### config.mk
export PLATFORM = sky130hd
export DESIGN_NAME = named_semaphore_table
export DESIGN_NICKNAME = d
export VERILOG_FILES = /design/src/nsem_pkg.sv /design/src/nsem_key_store.sv /design/src/nsem_waiter_ram.sv /design/src/named_semaphore_table.sv
export SDC_FILE = /design/constraint.sdc
export NUM_CORES = 2
export LEC_CHECK = 0
export BUFFER_PORTS_ARGS = -buffer_cell sky130_fd_sc_hd__buf_2
export CAP_MARGIN = 15
export CORE_ASPECT_RATIO = 0.75
export CORE_MARGIN = 1
export CORE_UTILIZATION = 30
export DETAILED_ROUTE_END_ITERATION = 8
export PLACE_DENSITY = 0.4
export SYNTH_ARGS = -nofsm -noshare
export SYNTH_HDL_FRONTEND = slang
export SYNTH_SLANG_ARGS = --single-unit
### constraint.sdc
create_clock -name aclk -period 11.6 [get_ports aclk]
set_input_delay 1.74 -clock aclk [delete_from_list [all_inputs] [get_ports aclk]]
set_output_delay 1.74 -clock aclk [all_outputs]
set_load 0.005 [all_outputs]
### src/nsem_pkg.sv
// shared constants, codes and port structs of the named semaphore table
// no dependencies
`default_nettype none

package nsem_pkg;

    localparam int SLOTS      = 16;
    localparam int WAIT_DEPTH = 8;
    localparam int PROCS      = 64;

    localparam int SLOT_W  = 4;
    localparam int KEY_W   = 64;
    localparam int COUNT_W = 8;
    localparam int PID_W   = 6;
    localparam int WQ_W    = $clog2(WAIT_DEPTH);
    localparam int LEN_W   = $clog2(WAIT_DEPTH + 1);
    localparam int WADDR_W = SLOT_W + WQ_W;

    localparam int S_TDATA_W = 88;
    localparam int M_TDATA_W = 16;

    typedef enum logic [1:0] {
        CMD_OPEN    = 2'd0,
        CMD_POST    = 2'd1,
        CMD_WAIT    = 2'd2,
        CMD_DESTROY = 2'd3
    } cmd_t;

    typedef enum logic [1:0] {
        STAT_OK         = 2'd0,
        STAT_BAD_SLOT   = 2'd1,
        STAT_TABLE_FULL = 2'd2,
        STAT_QUEUE_FULL = 2'd3
    } status_t;

    // write port of the key memory
    typedef struct packed {
        logic              en;
        logic [SLOT_W-1:0] addr;
        logic [KEY_W-1:0]  key;
    } key_wr_t;

    // write port of the waiter memory
    typedef struct packed {
        logic               en;
        logic [WADDR_W-1:0] addr;
        logic [PID_W-1:0]   pid;
    } wq_wr_t;

endpackage

`default_nettype wire

### src/nsem_key_store.sv
// key memory of the semaphore slots with the single shared key comparator
// depends on nsem_pkg
`default_nettype none

module nsem_key_store import nsem_pkg::*; (
    input  wire logic              aclk,
    input  wire key_wr_t           wr,
    input  wire logic [SLOT_W-1:0] rd_addr,
    input  wire logic [KEY_W-1:0]  cmp_key,
    output logic                   key_match
);

    logic [KEY_W-1:0] key_mem [SLOTS];
    logic [KEY_W-1:0] rd_key_reg;

    always_ff @(posedge aclk) begin
        if (wr.en) begin
            key_mem[wr.addr] <= wr.key;
        end
        rd_key_reg <= key_mem[rd_addr];
    end

    // compares the key read in the previous cycle
    assign key_match = (rd_key_reg == cmp_key);

endmodule

`default_nettype wire

### src/nsem_waiter_ram.sv
// waiter memory: one circular queue of process ids per slot
// depends on nsem_pkg
`default_nettype none

module nsem_waiter_ram import nsem_pkg::*; (
    input  wire logic               aclk,
    input  wire wq_wr_t             wr,
    input  wire logic [WADDR_W-1:0] rd_addr,
    output logic [PID_W-1:0]        rd_pid
);

    logic [PID_W-1:0] pid_mem [SLOTS*WAIT_DEPTH];
    logic [PID_W-1:0] rd_pid_reg;

    always_ff @(posedge aclk) begin
        if (wr.en) begin
            pid_mem[wr.addr] <= wr.pid;
        end
        rd_pid_reg <= pid_mem[rd_addr];
    end

    assign rd_pid = rd_pid_reg;

endmodule

`default_nettype wire

### src/named_semaphore_table.sv
// top level of the named semaphore table: sequencer, slot state and result register
// depends on nsem_pkg, nsem_key_store, nsem_waiter_ram
//
//  channel  | group            | fields (lowest bit up)
//  ---------+------------------+------------------------------------------------------
//  input    | s_tvalid/tready  | tuser: cmd; tdata: slot_id, name_key, start_count,
//           |                  |   caller_pid, zero fill to 88 bits
//  result   | m_tvalid/tready  | tuser: status; tdata: slot_out, caller_blocked,
//           |                  |   woke_valid, woke_pid, zero fill to 16 bits
//
// open walks the key memory one slot per cycle through one 64-bit comparator:
//   the input is decoded, up to 16 slots are compared, then the result is loaded
// post with a waiter adds a waiter memory read before the result load; other commands load their result after decode
// one item at a time: s_tready is high only while the sequencer is idle
// a result waiting on m_tready holds the sequencer before its next load, not the input
// synchronous active-low reset clears slot flags and queue pointers, no clearing pass
`default_nettype none

module named_semaphore_table import nsem_pkg::*; (
    input  wire logic                 aclk,
    input  wire logic                 aresetn,
    input  wire logic                 s_tvalid,
    output logic                      s_tready,
    input  wire logic [S_TDATA_W-1:0] s_tdata,  // slot_id, name_key, start_count, caller_pid
    input  wire logic [1:0]           s_tuser,  // cmd
    output logic                      m_tvalid,
    input  wire logic                 m_tready,
    output logic [M_TDATA_W-1:0]      m_tdata,  // slot_out, caller_blocked, woke_valid, woke_pid
    output logic [1:0]                m_tuser   // status
);

    typedef enum logic [2:0] {
        S_IDLE,
        S_EXEC,
        S_SCAN,
        S_WAKE,
        S_RESP
    } state_t;

    state_t state_reg;

    // latched item
    cmd_t               cmd_reg;
    logic [SLOT_W-1:0]  slot_reg;
    logic [KEY_W-1:0]   key_reg;
    logic [COUNT_W-1:0] start_reg;
    logic [PID_W-1:0]   pid_reg;

    // slot state
    logic [SLOTS-1:0]   slot_used_reg;
    logic [COUNT_W-1:0] slot_count_reg [SLOTS];
    logic [WQ_W-1:0]    head_reg [SLOTS];
    logic [WQ_W-1:0]    tail_reg [SLOTS];
    logic [LEN_W-1:0]   len_reg [SLOTS];

    // scan
    logic [SLOT_W-1:0]  scan_idx_reg;
    logic [SLOT_W-1:0]  chk_idx_reg;
    logic               free_found_reg;
    logic [SLOT_W-1:0]  free_idx_reg;

    // pending result and output register
    status_t            res_status_reg;
    logic [SLOT_W-1:0]  res_slot_reg;
    logic               res_blocked_reg;
    logic               res_woke_reg;
    logic [PID_W-1:0]   res_pid_reg;
    logic               m_tvalid_reg;
    logic [M_TDATA_W-1:0] m_tdata_reg;
    logic [1:0]         m_tuser_reg;

    key_wr_t            key_wr;
    wq_wr_t             wq_wr;
    logic [WADDR_W-1:0] wq_rd_addr;
    logic [PID_W-1:0]   wq_rd_pid;
    logic               key_match;

    logic               chk_used;
    logic               scan_hit;
    logic               scan_last;
    logic               claim_ok;
    logic [SLOT_W-1:0]  claim_idx;
    logic               slot_ok;
    logic               pid_ok;
    logic [COUNT_W-1:0] cur_count;
    logic [WQ_W-1:0]    cur_head;
    logic [WQ_W-1:0]    cur_tail;
    logic [LEN_W-1:0]   cur_len;
    logic [WQ_W-1:0]    head_next;
    logic [WQ_W-1:0]    tail_next;
    logic               do_claim;
    logic               do_enqueue;
    logic               out_free;

    nsem_key_store u_key_store (
        .aclk      (aclk),
        .wr        (key_wr),
        .rd_addr   (scan_idx_reg),
        .cmp_key   (key_reg),
        .key_match (key_match)
    );

    nsem_waiter_ram u_waiter_ram (
        .aclk    (aclk),
        .wr      (wq_wr),
        .rd_addr (wq_rd_addr),
        .rd_pid  (wq_rd_pid)
    );

    always_comb begin
        chk_used  = slot_used_reg[chk_idx_reg];
        scan_hit  = chk_used && key_match;
        scan_last = (chk_idx_reg == SLOT_W'(SLOTS - 1));
        claim_ok  = free_found_reg || !chk_used;
        claim_idx = free_found_reg ? free_idx_reg : chk_idx_reg;
        do_claim  = (state_reg == S_SCAN) && !scan_hit && scan_last && claim_ok;

        slot_ok   = (int'(slot_reg) < SLOTS) && slot_used_reg[slot_reg];
        pid_ok    = (int'(pid_reg) < PROCS);
        cur_count = slot_count_reg[slot_reg];
        cur_head  = head_reg[slot_reg];
        cur_tail  = tail_reg[slot_reg];
        cur_len   = len_reg[slot_reg];
        head_next = (cur_head == WQ_W'(WAIT_DEPTH - 1)) ? '0 : cur_head + 1'b1;
        tail_next = (cur_tail == WQ_W'(WAIT_DEPTH - 1)) ? '0 : cur_tail + 1'b1;

        do_enqueue = (state_reg == S_EXEC) && (cmd_reg == CMD_WAIT) && slot_ok && pid_ok
                     && (cur_count == '0) && (cur_len < LEN_W'(WAIT_DEPTH));

        key_wr.en   = do_claim;
        key_wr.addr = claim_idx;
        key_wr.key  = key_reg;

        wq_wr.en    = do_enqueue;
        wq_wr.addr  = {slot_reg, cur_tail};
        wq_wr.pid   = pid_reg;
        wq_rd_addr  = {slot_reg, cur_head};

        out_free = !m_tvalid_reg || m_tready;
    end

    always_ff @(posedge aclk) begin
        if (!aresetn) begin
            state_reg      <= S_IDLE;
            m_tvalid_reg   <= 1'b0;
            slot_used_reg  <= '0;
            free_found_reg <= 1'b0;
            for (int i = 0; i < SLOTS; i++) begin
                head_reg[i] <= '0;
                tail_reg[i] <= '0;
                len_reg[i]  <= '0;
            end
        end else begin
            if (m_tvalid_reg && m_tready) begin
                m_tvalid_reg <= 1'b0;
            end

            // scan pointers run ahead of the compare by the registered key read
            chk_idx_reg  <= scan_idx_reg;
            scan_idx_reg <= scan_idx_reg + 1'b1;

            case (state_reg)
                S_IDLE: begin
                    scan_idx_reg <= '0;
                    if (s_tvalid) begin
                        cmd_reg        <= cmd_t'(s_tuser);
                        slot_reg       <= s_tdata[3:0];
                        key_reg        <= s_tdata[67:4];
                        start_reg      <= s_tdata[75:68];
                        pid_reg        <= s_tdata[81:76];
                        free_found_reg <= 1'b0;
                        state_reg      <= S_EXEC;
                    end
                end

                S_EXEC: begin
                    res_status_reg  <= STAT_OK;
                    res_slot_reg    <= '0;
                    res_blocked_reg <= 1'b0;
                    res_woke_reg    <= 1'b0;
                    res_pid_reg     <= '0;
                    state_reg       <= S_RESP;
                    if (cmd_reg == CMD_OPEN) begin
                        state_reg <= S_SCAN;
                    end else if (!slot_ok) begin
                        res_status_reg <= STAT_BAD_SLOT;
                    end else begin
                        case (cmd_reg)
                            CMD_POST: begin
                                if (cur_len != '0) begin
                                    head_reg[slot_reg] <= head_next;
                                    len_reg[slot_reg]  <= cur_len - 1'b1;
                                    state_reg          <= S_WAKE;
                                end else if (cur_count != '1) begin
                                    slot_count_reg[slot_reg] <= cur_count + 1'b1;
                                end
                            end
                            CMD_WAIT: begin
                                if (!pid_ok) begin
                                    res_status_reg <= STAT_BAD_SLOT;
                                end else if (cur_count != '0) begin
                                    slot_count_reg[slot_reg] <= cur_count - 1'b1;
                                end else if (!do_enqueue) begin
                                    res_status_reg <= STAT_QUEUE_FULL;
                                end else begin
                                    tail_reg[slot_reg] <= tail_next;
                                    len_reg[slot_reg]  <= cur_len + 1'b1;
                                    res_blocked_reg    <= 1'b1;
                                end
                            end
                            CMD_DESTROY: begin
                                slot_used_reg[slot_reg] <= 1'b0;
                            end
                            default: begin
                                res_status_reg <= STAT_OK;
                            end
                        endcase
                    end
                end

                S_SCAN: begin
                    if (!chk_used && !free_found_reg) begin
                        free_found_reg <= 1'b1;
                        free_idx_reg   <= chk_idx_reg;
                    end
                    if (scan_hit) begin
                        res_slot_reg <= chk_idx_reg;
                        state_reg    <= S_RESP;
                    end else if (scan_last) begin
                        state_reg <= S_RESP;
                        if (claim_ok) begin
                            slot_used_reg[claim_idx]  <= 1'b1;
                            slot_count_reg[claim_idx] <= start_reg;
                            head_reg[claim_idx]       <= '0;
                            tail_reg[claim_idx]       <= '0;
                            len_reg[claim_idx]        <= '0;
                            res_slot_reg              <= claim_idx;
                        end else begin
                            res_status_reg <= STAT_TABLE_FULL;
                        end
                    end
                end

                S_WAKE: begin
                    res_woke_reg <= 1'b1;
                    res_pid_reg  <= wq_rd_pid;
                    state_reg    <= S_RESP;
                end

                S_RESP: begin
                    if (out_free) begin
                        m_tvalid_reg <= 1'b1;
                        m_tuser_reg  <= res_status_reg;
                        m_tdata_reg  <= {4'b0000, res_pid_reg, res_woke_reg,
                                         res_blocked_reg, res_slot_reg};
                        state_reg    <= S_IDLE;
                    end
                end

                default: begin
                    state_reg <= S_IDLE;
                end
            endcase
        end
    end

    assign s_tready = (state_reg == S_IDLE);
    assign m_tvalid = m_tvalid_reg;
    assign m_tdata  = m_tdata_reg;
    assign m_tuser  = m_tuser_reg;

endmodule

`default_nettype wire

Word-level counts from Yosys, hierarchy flattened:

Memories as Yosys holds them, arrays and structs flattened. A register that Yosys moved wholly into a read port is not among the register bits.
Cells that the tools add are included.

* bits in registers: 145
* memory bits (writable): 2080
* logic and storage cells: 225
* memories: 6

* $add $sub $neg: 7
* $lt $le $gt $ge: 6
* equal/unequal tests: 24
* multiplexer cells: 115
* bitwise operators: 5
* reductions and logical operators: 43

Memories
* u_key_store.key_mem: words 16, bits a word 64, rd ports 1, clocked after memory_dff 1, write ports 1, line nsem_key_store.sv:13 `logic [KEY_W-1:0] key_mem [SLOTS];`
* u_waiter_ram.pid_mem: words 128, bits a word 6, rd ports 1, clocked after memory_dff 1, write ports 1, line nsem_waiter_ram.sv:12 `logic [PID_W-1:0] pid_mem [SLOTS*WAIT_DEPTH];`
* slot_count_reg: words 16, bits a word 8, rd ports 1, clocked after memory_dff 1, write ports 1, line named_semaphore_table.sv:51 `logic [COUNT_W-1:0] slot_count_reg [SLOTS];`
* len_reg: words 16, bits a word 4, rd ports 1, clocked after memory_dff 1, write ports 16, line named_semaphore_table.sv:54 `logic [LEN_W-1:0] len_reg [SLOTS];`
* head_reg: words 16, bits a word 3, rd ports 1, clocked after memory_dff 1, write ports 16, line named_semaphore_table.sv:52 `logic [WQ_W-1:0] head_reg [SLOTS];`
* tail_reg: words 16, bits a word 3, rd ports 1, clocked after memory_dff 1, write ports 16, line named_semaphore_table.sv:53 `logic [WQ_W-1:0] tail_reg [SLOTS];`

Operators by type and width (count)
* 2-to-1 mux 16 bit: 6
* 2-to-1 mux 4 bit: 18
* equality test 64 bit: 1
* 2-to-1 mux 1 bit: 56
* 2-to-1 mux 3 bit: 14
* one-hot mux 16 bit (2 select lines): 1
* AND 16 bit: 1
* 2-to-1 mux 2 bit: 8
* 2-to-1 mux 8 bit: 2
* inequality test 2 bit (second input constant): 8
* NOT 16 bit: 1
* OR 16 bit: 1
* less-than comparator 4 x 5 -> 1 bit (second input constant): 3
* one-hot mux 3 bit (5 select lines): 1
* AND reduction 3 bit: 5
* logical AND 1 bit: 12
* one-hot mux 6 bit (2 select lines): 1
* OR reduction 3 bit: 4
* equality test 3 bit (second input constant): 3
* adder 4 x 1 -> 4 bit (second input constant): 2
* adder 8 x 1 -> 8 bit (second input constant): 1
* binary-select mux 1 bit (select 4 bit): 2
* demux 1 bit (select 4 bit): 2
* greater-or-equal comparator 4 x 1 -> 1 bit (second input constant): 2
* other kinds (30): 45

Depth between registers and ports, before layout:

* depth in word-level cells: 17
* depth in mapped cells: 21
* depth with buffers taken out: 15

Cells and area by module:

From an unflattened synthesis, not the netlist that was laid out.

* cells, all modules: 4207
* area total of the unflattened synthesis: 88705.1 sq um

Modules (own cells, without submodules)
* nsem_key_store: instances 1, cells an instance 1732, area each 40273.6 sq um, sequential area each 32030.7 sq um
* nsem_waiter_ram: instances 1, cells an instance 1271, area each 29923.7 sq um, sequential area each 23182.2 sq um
* named_semaphore_table: instances 1, cells an instance 1204, area each 18507.8 sq um, sequential area each 12872.3 sq um

Least setup slack after synthesis:

No wires, ideal clock.

* kind: flip-flop to flip-flop
* from: register chk_idx_reg[0]
* to: memory u_key_store.key_mem[10][0], enable pin
* setup time: 0.488 ns
* arrival time: 5.321 ns
* data required time: 11.112 ns
* path slack: 5.792 ns
* cell stages (with the launch flop): 8
* buffers on the path: 1
* cells stage by stage: edfxtp_1 -> clkbuf_1 -> mux4_2 -> mux4_2 -> o21ai_1 -> nand2_1 -> or2_2 -> nor2_1

* cells in the longest elaborated chain, start to end: 9
* elaborated cells between the ends (all ways): 13

RTL lines
* start: declaration: line named_semaphore_table.sv:58 `logic [SLOT_W-1:0] chk_idx_reg;`
* start signal: assignment: line named_semaphore_table.sv:159 `chk_idx_reg <= scan_idx_reg;`
* binary-select mux 1 bit (select 4 bit): line named_semaphore_table.sv:111 `chk_used = slot_used_reg[chk_idx_reg];`
* 2-to-1 mux 1 bit (not written as such): line named_semaphore_table.sv:111
* logical AND 1 bit: line named_semaphore_table.sv:112 `scan_hit = chk_used && key_match;`
* logical NOT 1 bit: line named_semaphore_table.sv:116 `do_claim = (state_reg == S_SCAN) && !scan_hit && scan_last && claim_ok;`
* logical AND 1 bit (3 in series): line named_semaphore_table.sv:116
* 2-to-1 mux 1 bit: line nsem_key_store.sv:17 `if (wr.en) begin`
* 2-to-1 mux 1 bit (not written as such): line nsem_key_store.sv:18 `key_mem[wr.addr] <= wr.key;`
* end: declaration: line nsem_key_store.sv:13

Parallel ways exist; a longest one is shown, timed or not. The select of a mux whose other input is x is not followed.

==> results_dict.tcl <==
set metrics [dict create \
    outcome "completed" \
    cts_max_level 4 \
    die_h_um 474 \
    fmax_mhz 142 \
    grt_remaining_overflow 0 \
    die_area_mm2 0.299 \
    wl_met1_um 128000 \
    design.core.area_mm2 0.294 \
    ys_types 68 \
    gp_congestion 0.762 \
    layout.nets 5113 \
    vias 45900 \
    ys_async_sr_fraction_pct 0 \
    cts_max_path_buffers 4 \
    dr_wl_met3_um 13100 \
    fin_crit_sh_pct 60.6 \
    p_sw_mw 4.31 \
    routed.top_layer "met5" \
    dr.pass1.iters 5 \
    fin_cells 9123 \
    pwr-share-seq_pct 50.3 \
    maxCapViolCount 0 \
    placementRows 172 \
    drive_gt1_share_pct 20.3 \
    ys_ff_latch 2299 \
    grt_pass1_wl_um 368000 \
    grt_pass1_vias 46300 \
    setup_violations 0 \
    antenna_found_initial 30 \
    clkTransAtPathRegs_ns 0.07 \
    numCtsBuffers 242 \
    synthCells 4814 \
    worst-slew-pin-transition_ns 1.21 \
    ctsResizeCount 0 \
    n_fill_cell 27600 \
    swShare_pct 23.3 \
    drt_wl_total_um 261000 \
    regArea_mm2 0.0681 \
    p_clk_share_pct 42.0 \
    cts_num_sinks 2299 \
    portBuffers 103 \
    vdd_drop_max_v 0.000132 \
    report.power.total_mw 18.5 \
    internal_power_mw 14.2 \
    multi_input_area_mm2 0.0200 \
    holdCritPathClass "reg2reg" \
    required_ns 12.37 \
    cp_data_arrival_time_ns 7.80 \
    cts_tree "built" \
    dieWidth_um 631 \
    relSlewSlack_pct 19.1 \
    post_cts_buffers 0 \
    area_delta_synth_final_pct 14.9 \
    synth_edf_count 2204 \
    routed-wl-met2_um 114000 \
    ios 114 \
    finalHoldViolCount 0 \
    routedWlPerCell_um 28.7 \
    track_usage_pct 17.2 \
    start_util_pct 30.3 \
    netlist_area_mm2 0.0891 \
    critPathKind "reg2reg" \
    final_util_pct 34.8 \
    synthFlopType "edfxtp_1" \
    drc 0 \
    syn_avg_cell_area_um2 18.5 \
    dp_hpwl_um 152000 \
    place_ws_ns 4.84 \
    root_buffer "clkbuf_16" \
    cp-end-kind "flip-flop" \
    cp_max_fo 117 \
    grt_start_max_net_pins 127 \
    start_kind "flip-flop" \
    drt_iter0_markers 4271 \
    rsz0062_at_grt "no" \
    power_leakage_nw 32.2 \
    p_per_area_mw_per_mm2 180 \
    hold_buffers 0 \
    yosysSeqAreaShare_pct 76.4 \
    clkLatencyLatePin_ns 0.91 \
    avgViaCountPerCell 5.03 \
    setup_tns_ns 0 \
    power_frac_comb_pct 7.7 \
    slew_violations 0 \
    fin_crit_ns 7.03 \
    largest_reg_flops 1024 \
    ant_nets 0 \
    dp.cells 8681 \
    setup_ws_ns 4.57 \
    yosys_warnings 0 \
    final.setup_skew_ns 0.118 \
]
## worst max-delay path, cell delays in order, from the launching register on
cell,delay [ns]
dfxtp_2,0.93
buf_4,0.56
mux4_2,0.30
nand2_1,0.12
nand3_1,0.13
buf_4,0.35
nand2_4,0.40
inv_8,0.81
buf_12,0.63
buf_4,0.55
mux2i_1,0.29
o22ai_1,0.11
nor4_1,0.93
nand3_1,0.27
and4_1,0.22
## cell usage after synthesis, types with 9 or more instances
cell type	instances	area, um^2
edfxtp_1	2204	66200
mux4_2	396	8920
nand2_1	329	1230
nor2_1	292	1100
mux2i_1	265	2650
a21oi_1	187	936
clkbuf_1	177	664
o22ai_1	109	682
dfxtp_1	95	1900
nor3_1	94	470
o21ai_0	87	435
nor4_1	78	488
nand3_1	65	325
xor2_1	65	569
buf_2	47	235
buf_1	34	128
a211oi_1	26	195
buf_4	20	150
a31oi_1	18	113
a31o_2	16	140
nor2b_1	16	100
inv_1	15	56.3
or3_1	14	87.6
a22oi_1	12	90.1
nand4_1	12	75.1
and2_1	11	68.8
nand2b_1	11	68.8
mux2_2	10	113
o21a_1	10	75.1
xnor2_1	10	87.6
and3_1	9	56.3
## layout by cell type, fill, tap and decap left out, types with 58 or more instances in the layout
master / Yosys / routed
nand2_1: 329 / 324
dfxtp_1: 95 / 92
mux4_2: 396 / 396
o22ai_1: 109 / 109
nor3_1: 94 / 93
nor2_1: 292 / 274
buf_2: 47 / 103
o21ai_0: 87 / 87
nor4_1: 78 / 77
buf_4: 20 / 122
mux2i_1: 265 / 265
edfxtp_1: 2204 / 2204
xor2_1: 65 / 65
nand3_1: 65 / 58
a21oi_1: 187 / 186
clkbuf_16: 0 / 245
## per-layer routing
layer  up-vias  global-route usage (%)
met3       350                    2.64
met5         -                       0
met4         2                    4.07
met1     24600                    26.4
li1      19700                       -
met2      1177                    25.6
## final cells by class
type                    instances  share of cell area [%]
diodes                          4                 0.00978
clock buffers                 314                    6.36
clock inverters               123                    1.24
inverters                      18                  0.0782
multi-input cells            2220                    19.5
flip-flops and latches       2299                    66.5
well taps                    3915                    4.78
repair buffers                230                    1.50
## cells by family (layout without fill, tap and decap cells)
logic type	count (synthesis)	in the layout	share of synthesized area, %
buf+inv	298	685	1.42
simple gates	960	960	4.85
compound gates	502	502	3.33
fa+ha+maj	8	8	0.121
flops	2299	2299	76.4
other cells	1	8	0.00421
mux	671	671	13.1
xor+xnor	75	75	0.737
## path summary, 6_finish.rpt
path | startpoint | end | slack, ns | cells after the start
worst min register to register | res_slot_reg[2] | m_tdata[2] | 0.42 | 0
worst max-delay path | flip-flop | u_waiter_ram.rd_pid[1] | 4.57 | 14
worst max register to register | flip-flop | u_waiter_ram.rd_pid[1] | 4.57 | 14
worst min-delay path | res_slot_reg[2] | m_tdata[2] | 0.42 | 0
## power by group through the flow
stage | Clock, mW | Combinational (mW) | Sequential [mW]
CTS | 7.97 | 1.44 | 9.29
finish | 7.77 | 1.42 | 9.29
detailed placement | 0 | 1.44 | 9.47
global route | 8.27 | 1.52 | 9.30
floorplan | 0 | 0.891 | 9.44
global placement | 0 | 1.44 | 9.47
## stage by stage
| stage | hold WS, ns | cell area, um^2 |
|---|---|---|
| after detailed placement | 0.406 | 94600 |
| after global routing | 0.425 | 102000 |
| after CTS | 0.420 | 102000 |
| after floorplan | 0.400 | 89100 |
| final | 0.421 | 102000 |
| after global placement | 0.404 | 94600 |
Power figures use the tool's default switching activity.
